## config.mk

```make
export PLATFORM = sky130hd
export DESIGN_NAME = lru_thumbnail_slot_pool
export DESIGN_NICKNAME = d
export VERILOG_FILES = /design/src/rtl/core/lrutsp_pkg.sv /design/src/rtl/core/lrutsp_slot_mem.sv /design/src/rtl/core/lrutsp_map_mem.sv /design/src/rtl/core/lru_thumbnail_slot_pool.sv
export SDC_FILE = /design/constraint.sdc
export NUM_CORES = 2
export LEC_CHECK = 0
export BUFFER_PORTS_ARGS = -buffer_cell sky130_fd_sc_hd__buf_2
export CAP_MARGIN = 20
export CELL_PAD_IN_SITES_DETAIL_PLACEMENT = 0
export CELL_PAD_IN_SITES_GLOBAL_PLACEMENT = 1
export CORE_UTILIZATION = 25
export CTS_BUF_LIST = sky130_fd_sc_hd__clkbuf_16
export DETAILED_ROUTE_END_ITERATION = 10
export GPL_TIMING_DRIVEN = 0
export PLACE_DENSITY_LB_ADDON = 0.1
export REMOVE_ABC_BUFFERS = 1
export SYNTH_ARGS = -nofsm -noshare
export SYNTH_HDL_FRONTEND = slang
export SYNTH_HIERARCHICAL = 1
export SYNTH_SLANG_ARGS = --single-unit
```

## constraint.sdc

```tcl
create_clock -name clk -period 5.6 [get_ports clk]
set_input_delay 1.12 -clock clk [delete_from_list [all_inputs] [get_ports clk]]
set_output_delay 1.12 -clock clk [all_outputs]
set_load 0.01 [all_outputs]
```

## src/rtl/core/lrutsp_pkg.sv

```systemverilog
package lrutsp_pkg;

  localparam int OP_W    = 3;
  localparam int ENTRY_W = 6;
  localparam int SLOT_W  = 5;
  localparam int TS_W    = 32;

  // Entry indices reachable through the fixed-width entry port
  localparam int ENTRY_SPACE = 2 ** ENTRY_W;

  typedef logic [OP_W-1:0]    op_t;
  typedef logic [ENTRY_W-1:0] entry_t;
  typedef logic [SLOT_W-1:0]  slot_num_t;
  typedef logic [TS_W-1:0]    ts_t;

  localparam op_t OP_NEW_FRAME = 3'd0;
  localparam op_t OP_LOOKUP    = 3'd1;
  localparam op_t OP_ALLOC     = 3'd2;
  localparam op_t OP_RESOLVE   = 3'd3;
  localparam op_t OP_CLEAR     = 3'd4;

  typedef struct packed {
    entry_t owner;
    ts_t    last_used;
    logic   done;
  } slot_ent_t;

endpackage

```

## src/rtl/core/lrutsp_slot_mem.sv

```systemverilog
module lrutsp_slot_mem #(
  parameter int NUM_SLOTS = 25,
  parameter int AW        = 5
) (
  input  logic                  clk,
  input  logic [AW-1:0]         rd_addr,
  output lrutsp_pkg::slot_ent_t rd_data,
  input  logic                  wr_en,
  input  logic [AW-1:0]         wr_addr,
  input  lrutsp_pkg::slot_ent_t wr_data
);

  lrutsp_pkg::slot_ent_t mem_r [NUM_SLOTS];
  lrutsp_pkg::slot_ent_t rd_data_r;

  always_ff @(posedge clk) begin
    if (wr_en) begin
      mem_r[wr_addr] <= wr_data;
    end
    rd_data_r <= mem_r[rd_addr];
  end

  assign rd_data = rd_data_r;

endmodule

```

## src/rtl/core/lrutsp_map_mem.sv

```systemverilog
module lrutsp_map_mem #(
  parameter int DEPTH = 64,
  parameter int AW    = 6
) (
  input  logic                  clk,
  input  logic                  rst_n,
  input  logic                  clr,
  input  logic [AW-1:0]         rd_addr,
  output lrutsp_pkg::slot_num_t rd_data,
  output logic                  rd_vld,
  input  logic                  wr_en,
  input  logic [AW-1:0]         wr_addr,
  input  lrutsp_pkg::slot_num_t wr_data,
  input  logic                  inv_en,
  input  logic [AW-1:0]         inv_addr
);

  lrutsp_pkg::slot_num_t mem_r [DEPTH];
  lrutsp_pkg::slot_num_t rd_data_r;
  logic [DEPTH-1:0]      vld_r;
  logic                  rd_vld_r;

  // Valid bits live in flops so that clear-all takes effect at once
  always_ff @(posedge clk) begin
    if (!rst_n || clr) begin
      vld_r <= '0;
    end else begin
      if (inv_en) begin
        vld_r[inv_addr] <= 1'b0;
      end
      if (wr_en) begin
        vld_r[wr_addr] <= 1'b1;
      end
    end
  end

  always_ff @(posedge clk) begin
    if (wr_en) begin
      mem_r[wr_addr] <= wr_data;
    end
    rd_data_r <= mem_r[rd_addr];
    rd_vld_r  <= vld_r[rd_addr];
  end

  assign rd_data = rd_data_r;
  assign rd_vld  = rd_vld_r;

endmodule

```

## src/rtl/core/lru_thumbnail_slot_pool.sv

```systemverilog
// LRU slot pool: maps up to NUM_ENTRIES entry indices onto NUM_SLOTS cache
// slots, with timestamp based replacement driven by a 32-bit frame counter.
// Command channel: an item (in_op, in_entry_idx) is taken at the clock edge
// where start is high and busy is low. busy stays high while the item runs.
// Result channel: out_valid strobes for exactly one cycle with the result
// fields; the receiver cannot stall, so each result must be taken then.
// Path after the accepting edge, ahead of the registered result strobe:
//   new frame, clear all, misses, unknown ops: map state only
//   hits, mark resolved: map, then hit; allocation into a free slot: map, then alloc
//   allocation with eviction: map, scan over every slot, then alloc
// The next item may be started in the strobe cycle. The eviction time comes
// from walking every slot timestamp through the single read port of the
// slot memory, one slot per cycle, to find the oldest. Free slots always
// form a prefix of the pool, so a fill count finds the lowest free slot.
// Reset (rst_n low, synchronous) and clear all empty the pool and the entry
// map and zero the frame counter.
module lru_thumbnail_slot_pool #(
  parameter int NUM_SLOTS   = 25,
  parameter int NUM_ENTRIES = 64
) (
  input  logic                       clk,
  input  logic                       rst_n,
  input  logic                       start,
  output logic                       busy,
  input  lrutsp_pkg::op_t            in_op,
  input  lrutsp_pkg::entry_t         in_entry_idx,
  output logic                       out_valid,
  output logic                       out_found,
  output logic                       out_hit,
  output lrutsp_pkg::slot_num_t      out_slot,
  output logic                       out_slot_resolved,
  output logic                       out_evicted,
  output lrutsp_pkg::entry_t         out_evicted_entry
);

  localparam int MAP_DEPTH = (NUM_ENTRIES < lrutsp_pkg::ENTRY_SPACE) ?
                             NUM_ENTRIES : lrutsp_pkg::ENTRY_SPACE;
  localparam int MAP_AW    = $clog2(MAP_DEPTH);
  localparam int SLOT_AW   = (NUM_SLOTS > 1) ? $clog2(NUM_SLOTS) : 1;
  localparam int FILL_W    = $clog2(NUM_SLOTS + 1);

  localparam logic [2:0] ST_IDLE  = 3'd0;
  localparam logic [2:0] ST_MAP   = 3'd1;
  localparam logic [2:0] ST_HIT   = 3'd2;
  localparam logic [2:0] ST_SCAN  = 3'd3;
  localparam logic [2:0] ST_ALLOC = 3'd4;

  logic [2:0]         state_r, state_nxt;
  lrutsp_pkg::op_t    op_r, op_nxt;
  lrutsp_pkg::entry_t ei_r, ei_nxt;
  lrutsp_pkg::ts_t    frame_r, frame_nxt;
  logic [FILL_W-1:0]  fill_r, fill_nxt;
  logic [SLOT_AW-1:0] best_idx_r, best_idx_nxt;
  lrutsp_pkg::ts_t    best_ts_r, best_ts_nxt;
  lrutsp_pkg::entry_t best_owner_r, best_owner_nxt;
  logic               ev_r, ev_nxt;
  logic [SLOT_AW-1:0] scan_idx_r, scan_idx_nxt;

  logic                  out_valid_r, out_valid_nxt;
  logic                  found_r, found_nxt;
  logic                  hit_r, hit_nxt;
  lrutsp_pkg::slot_num_t slot_r, slot_nxt;
  logic                  res_r, res_nxt;
  logic                  evd_r, evd_nxt;
  lrutsp_pkg::entry_t    eve_r, eve_nxt;

  lrutsp_pkg::slot_num_t map_rd_data;
  logic                  map_rd_vld;
  logic                  map_wr_en;
  logic                  map_inv_en;
  logic                  map_clr;

  logic [SLOT_AW-1:0]    slot_rd_addr;
  lrutsp_pkg::slot_ent_t slot_rd_data;
  logic                  slot_wr_en;
  logic [SLOT_AW-1:0]    slot_wr_addr;
  lrutsp_pkg::slot_ent_t slot_wr_data;

  logic               accept;
  logic               in_range;
  logic               mapped;
  logic [SLOT_AW-1:0] map_slot;
  logic               scan_last;

  assign accept    = start && (state_r == ST_IDLE);
  assign in_range  = 32'(ei_r) < NUM_ENTRIES;
  assign mapped    = in_range && map_rd_vld;
  assign map_slot  = map_rd_data[SLOT_AW-1:0];
  assign scan_last = 32'(scan_idx_r) == (NUM_SLOTS - 1);

  lrutsp_map_mem #(
    .DEPTH (MAP_DEPTH),
    .AW    (MAP_AW)
  ) u_map (
    .clk      (clk),
    .rst_n    (rst_n),
    .clr      (map_clr),
    .rd_addr  (in_entry_idx[MAP_AW-1:0]),
    .rd_data  (map_rd_data),
    .rd_vld   (map_rd_vld),
    .wr_en    (map_wr_en),
    .wr_addr  (ei_r[MAP_AW-1:0]),
    .wr_data  (lrutsp_pkg::slot_num_t'(best_idx_r)),
    .inv_en   (map_inv_en),
    .inv_addr (best_owner_r[MAP_AW-1:0])
  );

  lrutsp_slot_mem #(
    .NUM_SLOTS (NUM_SLOTS),
    .AW        (SLOT_AW)
  ) u_slots (
    .clk     (clk),
    .rd_addr (slot_rd_addr),
    .rd_data (slot_rd_data),
    .wr_en   (slot_wr_en),
    .wr_addr (slot_wr_addr),
    .wr_data (slot_wr_data)
  );

  always_comb begin
    state_nxt      = state_r;
    op_nxt         = op_r;
    ei_nxt         = ei_r;
    frame_nxt      = frame_r;
    fill_nxt       = fill_r;
    best_idx_nxt   = best_idx_r;
    best_ts_nxt    = best_ts_r;
    best_owner_nxt = best_owner_r;
    ev_nxt         = ev_r;
    scan_idx_nxt   = scan_idx_r;

    out_valid_nxt = 1'b0;
    found_nxt     = found_r;
    hit_nxt       = hit_r;
    slot_nxt      = slot_r;
    res_nxt       = res_r;
    evd_nxt       = evd_r;
    eve_nxt       = eve_r;

    map_wr_en    = 1'b0;
    map_inv_en   = 1'b0;
    map_clr      = 1'b0;
    slot_rd_addr = '0;
    slot_wr_en   = 1'b0;
    slot_wr_addr = best_idx_r;
    slot_wr_data = slot_rd_data;

    case (state_r)
      ST_IDLE: begin
        if (accept) begin
          op_nxt    = in_op;
          ei_nxt    = in_entry_idx;
          state_nxt = ST_MAP;
        end
      end

      ST_MAP: begin
        // default result is all zeros; overwritten by the later states
        found_nxt = 1'b0;
        hit_nxt   = 1'b0;
        slot_nxt  = '0;
        res_nxt   = 1'b0;
        evd_nxt   = 1'b0;
        eve_nxt   = '0;
        state_nxt = ST_IDLE;
        case (op_r)
          lrutsp_pkg::OP_NEW_FRAME: begin
            frame_nxt     = frame_r + 1'b1;
            out_valid_nxt = 1'b1;
          end
          lrutsp_pkg::OP_CLEAR: begin
            frame_nxt     = '0;
            fill_nxt      = '0;
            map_clr       = 1'b1;
            out_valid_nxt = 1'b1;
          end
          lrutsp_pkg::OP_LOOKUP, lrutsp_pkg::OP_ALLOC, lrutsp_pkg::OP_RESOLVE: begin
            if (mapped) begin
              slot_rd_addr = map_slot;
              best_idx_nxt = map_slot;
              state_nxt    = ST_HIT;
            end else if (op_r == lrutsp_pkg::OP_ALLOC && in_range) begin
              if (32'(fill_r) < NUM_SLOTS) begin
                best_idx_nxt = fill_r[SLOT_AW-1:0];
                ev_nxt       = 1'b0;
                state_nxt    = ST_ALLOC;
              end else begin
                // pool full: walk all slots from slot 0
                slot_rd_addr = '0;
                scan_idx_nxt = '0;
                ev_nxt       = 1'b1;
                state_nxt    = ST_SCAN;
              end
            end else begin
              out_valid_nxt = 1'b1;
            end
          end
          default: begin
            out_valid_nxt = 1'b1;
          end
        endcase
      end

      ST_HIT: begin
        slot_wr_en = 1'b1;
        found_nxt  = 1'b1;
        hit_nxt    = 1'b1;
        slot_nxt   = lrutsp_pkg::slot_num_t'(best_idx_r);
        if (op_r == lrutsp_pkg::OP_RESOLVE) begin
          slot_wr_data.done = 1'b1;
          res_nxt           = 1'b1;
        end else begin
          slot_wr_data.last_used = frame_r;
          res_nxt                = slot_rd_data.done;
        end
        out_valid_nxt = 1'b1;
        state_nxt     = ST_IDLE;
      end

      ST_SCAN: begin
        // read data belongs to scan_idx_r; strict compare keeps the lower index on ties
        if (scan_idx_r == '0 || slot_rd_data.last_used < best_ts_r) begin
          best_idx_nxt   = scan_idx_r;
          best_ts_nxt    = slot_rd_data.last_used;
          best_owner_nxt = slot_rd_data.owner;
        end
        if (scan_last) begin
          state_nxt = ST_ALLOC;
        end else begin
          slot_rd_addr = scan_idx_r + 1'b1;
          scan_idx_nxt = scan_idx_r + 1'b1;
        end
      end

      ST_ALLOC: begin
        slot_wr_en             = 1'b1;
        slot_wr_data.owner     = ei_r;
        slot_wr_data.last_used = frame_r;
        slot_wr_data.done      = 1'b0;
        map_wr_en              = 1'b1;
        map_inv_en             = ev_r;
        if (!ev_r) begin
          fill_nxt = fill_r + 1'b1;
        end
        found_nxt     = 1'b1;
        hit_nxt       = 1'b0;
        slot_nxt      = lrutsp_pkg::slot_num_t'(best_idx_r);
        res_nxt       = 1'b0;
        evd_nxt       = ev_r;
        eve_nxt       = ev_r ? best_owner_r : '0;
        out_valid_nxt = 1'b1;
        state_nxt     = ST_IDLE;
      end

      default: begin
        state_nxt = ST_IDLE;
      end
    endcase
  end

  always_ff @(posedge clk) begin
    if (!rst_n) begin
      state_r     <= ST_IDLE;
      frame_r     <= '0;
      fill_r      <= '0;
      out_valid_r <= 1'b0;
    end else begin
      state_r     <= state_nxt;
      frame_r     <= frame_nxt;
      fill_r      <= fill_nxt;
      out_valid_r <= out_valid_nxt;
    end
  end

  always_ff @(posedge clk) begin
    op_r         <= op_nxt;
    ei_r         <= ei_nxt;
    best_idx_r   <= best_idx_nxt;
    best_ts_r    <= best_ts_nxt;
    best_owner_r <= best_owner_nxt;
    ev_r         <= ev_nxt;
    scan_idx_r   <= scan_idx_nxt;
    found_r      <= found_nxt;
    hit_r        <= hit_nxt;
    slot_r       <= slot_nxt;
    res_r        <= res_nxt;
    evd_r        <= evd_nxt;
    eve_r        <= eve_nxt;
  end

  assign busy              = (state_r != ST_IDLE);
  assign out_valid         = out_valid_r;
  assign out_found         = found_r;
  assign out_hit           = hit_r;
  assign out_slot          = slot_r;
  assign out_slot_resolved = res_r;
  assign out_evicted       = evd_r;
  assign out_evicted_entry = eve_r;

endmodule

```

# Word-level counts from Yosys, hierarchy flattened
# Memories as Yosys holds them, arrays and structs flattened. A register that Yosys moved wholly into a read port is not among the register bits.
# Index checks and enable logic that the tools add are counted.
# classes
n_addsub	3
magnitude_cmp	7
n_eq_ne	21
n_mux	61
bitwise_logic	4
reduce_logical	26
# op_table
op	n
$mux W64	3
$mux W5	15
$pmux W33 S2	1
$and A64 B64 Y64	1
$not A64 Y64	1
$or A64 B64 Y64	1
$pmux W32 S2	1
$pmux W5 S2	5
$add A32 B1 Y32 const B	1
$lt A32 B32 Y1	1
$mux W32	1
$lt A6 B7 Y1 const B	3
$mux W3	6
$ne A2 B2 Y1 const B	9
$mux W1	17
$demux W1 S6	2
$eq A3 B2 Y1 const B	4
$ge A6 B1 Y1 const B	2
$mux W6	2
$pmux W6 S2	1
$add A5 B1 Y5 const B	2
$pmux W1 S2	5
$reduce_bool A2 Y1	5
$pmux W3 S3	1
21 further kinds	32
# word_totals
reg_bits	179
ram_bits	1295
input_bits	12
output_inout_bits	17
wordCells	143
mem_count	2
# mem_list
name	words	word_bits	read_ports	rd_ports_with_merged_regs	write_ports	line_no	text
u_slots.mem_r	25	39	1	1	1	lrutsp_slot_mem.sv:13	lrutsp_pkg::slot_ent_t mem_r [NUM_SLOTS];
u_map.mem_r	64	5	1	1	1	lrutsp_map_mem.sv:18	lrutsp_pkg::slot_num_t mem_r [DEPTH];

# Longest topological paths before layout
# logic_depth
word_depth	10
depth_mapped	14

# Modules after synthesis
# Netlist, hierarchy kept.
# by_module_without_submodules
mod	instances	cells_per_inst	area_each_um2	seq_area_each_um2
lrutsp_slot_mem	1	1602	37546.0	30058.8
lrutsp_map_mem	1	974	15786.4	11010.6
lru_thumbnail_slot_pool	1	546	5811.8	3012.9

# Worst setup path after synthesis
# No wires, ideal clock.
# synth_path
kind	flip-flop to flip-flop
from	register best_ts_r[23]
to	register best_owner_r[0], enable pin
setup_ns	0.446
arrival_ns	3.445
required_ns	5.154
path_slack_ns	1.709
stages_incl_launch_ff	8
synth_period_minus_slack_ns	3.891
path_cell_list	edfxtp_1 inv_1 ha_1 and3_1 a221o_1 a221oi_1 o2111ai_1 a21oi_1
# synth_via
elab_chain_len	3
# synth_rtl
item	line_no	text
start, declared	lru_thumbnail_slot_pool.sv:54	lrutsp_pkg::ts_t best_ts_r, best_ts_nxt;
start signal, assigned	lru_thumbnail_slot_pool.sv:279	best_ts_r <= best_ts_nxt;
$lt A32 B32 Y1	lru_thumbnail_slot_pool.sv:222	if (scan_idx_r == '0 || slot_rd_data.last_used < best_ts_r) begin
$logic_or A1 B1 Y1	lru_thumbnail_slot_pool.sv:222	
$reduce_and A2 Y1 (no line)	n/a	
end signal, assigned	lru_thumbnail_slot_pool.sv:280	best_owner_r <= best_owner_nxt;
end, declared	lru_thumbnail_slot_pool.sv:55	lrutsp_pkg::entry_t best_owner_r, best_owner_nxt;
# Every way passes these cells.
# A chain may end at the register's enable or synchronous reset.

# Worst setup path in the final report
# layout_path
from	register state_r[0]
to	register u_slots/rd_data[13] (netlist name)
# layout_via
elab_chain_len	2
word_cells_on_any_way	3
classes_between	eq/ne (2); mux (1)
# layout_rtl
item	line_no	text
start, declared	lru_thumbnail_slot_pool.sv:48	logic [2:0] state_r, state_nxt;
start signal, assigned	lru_thumbnail_slot_pool.sv:268	state_r <= state_nxt;
$eq A3 B2 Y1 or $eq A3 B1 Y1 (tied branches)	lru_thumbnail_slot_pool.sv:148	case (state_r)
$pmux W5 S2 (*)	lru_thumbnail_slot_pool.sv:148	
via slot_rd_addr[0]	lru_thumbnail_slot_pool.sv:73	logic [SLOT_AW-1:0] slot_rd_addr;
# The timed path passes the listed nets; every way through them passes the cells marked *.

==> impl_metrics.ini <==
[die]
die_y_um = 488
ios = 29
die_w_um = 488
num_rows = 178
initial_core_util = 0.251
core_um2 = 235000
die_area_um2 = 239000

[logic_synthesis]
synth.top_cell.area_share = 0.695
synth_edf_count = 1368
synth_commonest_cells = 1368 x edfxtp_1, 302 x mux4_2, 150 x dfxtp_1
synth_most_common_cell = edfxtp_1
synthDistinctLibCells = 76
ys_seq_area_frac = 0.745
synth.largest_area_cell = edfxtp_1
async_flop_share = 0
syn_inst = 3122
avgSynthCellArea_um2 = 18.9
yosysWarnings = 6
syn_area_um2 = 59100
synth_top_flop_cell = edfxtp_1
netlist_top_cells_area = edfxtp_1 69%, mux4_2 11%, dfxtp_1 5.1%, mux2_2 0.93%, nand2_1 0.92%
synth-seq-cells = 1518

[clock_tree]
root_buffer = clkbuf_16
clockBufferDepth = 3
clk_latency_ns = 0.80
cts_tree = yes
h-tree-depth = 4
clk_pin_slew_ns = 0.06
cts_buffers = 173
cts.repair.resized = 0
cts_sinks = 1518
cts_hold_buf = 0
post_cts.repair.setup_buffers = 0

[layout]
fin_area_um2 = 71100
fill_cells = 23000
nets = 3358
final_cells = 6609
area_growth_pct = 20.1
fin_util = 0.302
drive_above_1_share = 0.239

[worst_setup_path]
cp.arrival_ns = 5.78
cp-end-kind = register
crit_path_start_kind = register
worstPathRequired_ns = 6.26
crit_top_cell = buf_8
worstSetupPathType = register to register
cp_cell_sequence = nor3b_2, nand3_1, o32ai_4, buf_8, buf_8, buf_8, buf_8, buf_16, buf_8, buf_8, buf_16, mux4_2, o22ai_1, a211oi_1
cp_slowest_cell = o32ai_4
path_max_fanout = 12
cpPeakStageDelay_ns = 0.67

[place]
place.gp.congestion = 0.740
hpwl_um = 123000
port_buffers = 28
place_ws_ns = 0.334
dp_cells = 6285
placed_cell_area_um2 = 65600

[power]
p_leak_uw = 0.0225
power.density_cell_area_nw_per_um2 = 335
vdd_drop_max_v = 0.000232

[sta]
drv_slew = 0
min_period_ns = 5.11
finalHoldViolCount = 0
slew_headroom = 0.262
grt_setup_unrepaired = no
setup_ws_ns = 0.488
setup_viol = 0
fmax_ghz = 0.196
clock_skew_ns = 0.0388
worst_pin_slew_ns = 1.11
post-route-period-util = 0.913

[routing]
first_iter_violations = 1993
finalWirelength_um = 178000
wire_per_inst_um = 27.0
ant_nets = 0
firstDrtPassIters = 5
vias = 30200
route.detailed.drc = 0
via_per_inst = 4.58

[grt]
grt_pass1_wl_um = 251000
grt_util_all_layers = 0.151
grt_max_degree = 61
antenna_found_initial = 3
grt-ovfl-total = 0
grt_pass1_vias = 32000

[status]
status = complete, no violations

[worst_hold_path]
min_path_type = register to register

[run]
drv_cap = 0
==> power breakdown <==
part           switching (uW)  total [uW]  internal, uW
registers                42.2       12400         12300
logic                     383         587           204
clock network            4630       10800          6180
==> registers in the layout, indices dropped and copies added, names as in the netlist, 32 cells and up <==
signal	count
best_ts_r	32
frame_r	32
u_map/mem_r	320
u_map/vld_r	64
u_slots/mem_r	975
u_slots/rd_data	39
==> path summary, 6_finish.rpt <==
check	depth (start not counted)	slack, ns	end	startpoint
setup / recovery	14	0.49	u_slots/rd_data[13]	state_r[0]
hold / removal	0	0.43	best_owner_r[2]	u_slots/rd_data[35]
setup reg to reg	14	0.49	u_slots/rd_data[13]	state_r[0]
hold reg to reg	0	0.43	best_owner_r[2]	u_slots/rd_data[35]
==> critical path, delay by kind of cell (launching register included) <==
family | cells | cell delay, ns
simple gates | 2 | 1.29
mux | 1 | 0.51
compound gates | 3 | 1.02
buf+inv | 8 | 1.54
flops | 1 | 0.55
==> stage by stage <==
| step | total power (uW) | TNS [ns] | hold WS, ns |
|---|---|---|---|
| 2_1_floorplan | 12900 | -1109.49 | 0.408 |
| 3_3_place_gp | 13300 | -5332.87 | 0.421 |
| 3_5_place_dp | 13200 | 0 | 0.424 |
| 4_1_cts | 24200 | 0 | 0.424 |
| 5_1_grt | 24600 | 0 | 0.447 |
| 6_report | 23800 | 0 | 0.427 |
==> logic make-up after synthesis <==
family,after synthesis,synth area share
multiplexers,401,0.137
XOR/XNOR,38,0.00563
adder cells (fa/ha/maj),35,0.00740
buffers and inverters,274,0.0235
flip-flops,1518,0.745
AO/OA/AOI/OAI,425,0.0450
AND/OR/NAND/NOR,431,0.0360
==> cell type report <==
class	instances	area, um2	share of cell area
Inverter	121	457	0.00643
Sequential cell	1518	44100	0.620
Timing Repair Buffer	167	3120	0.0439
Antenna cell	3	7.51	0.000106
Tap cell	3150	3940	0.0555
Clock inverter	145	1050	0.0148
Clock buffer	175	4380	0.0616
Multi-Input combinational cell	1330	14000	0.197
==> layout by cell type, fill, tap and decap left out, types with 58 or more instances in the layout <==
cell,count
a22oi_1,59
nor2_1,75
o22ai_1,78
nand2_1,142
dfxtp_1,150
edfxtp_1,1368
mux4_2,302
buf_12,58
o21ai_0,102
clkbuf_16,175
a21oi_1,81
inv_1,162
==> metal layers <==
metal  share of wire  track usage
met1            0.43        0.191
met2            0.51        0.261
met3           0.033       0.0230
met4           0.029       0.0480
met5               0            0
(Power assumes the default switching activity.)
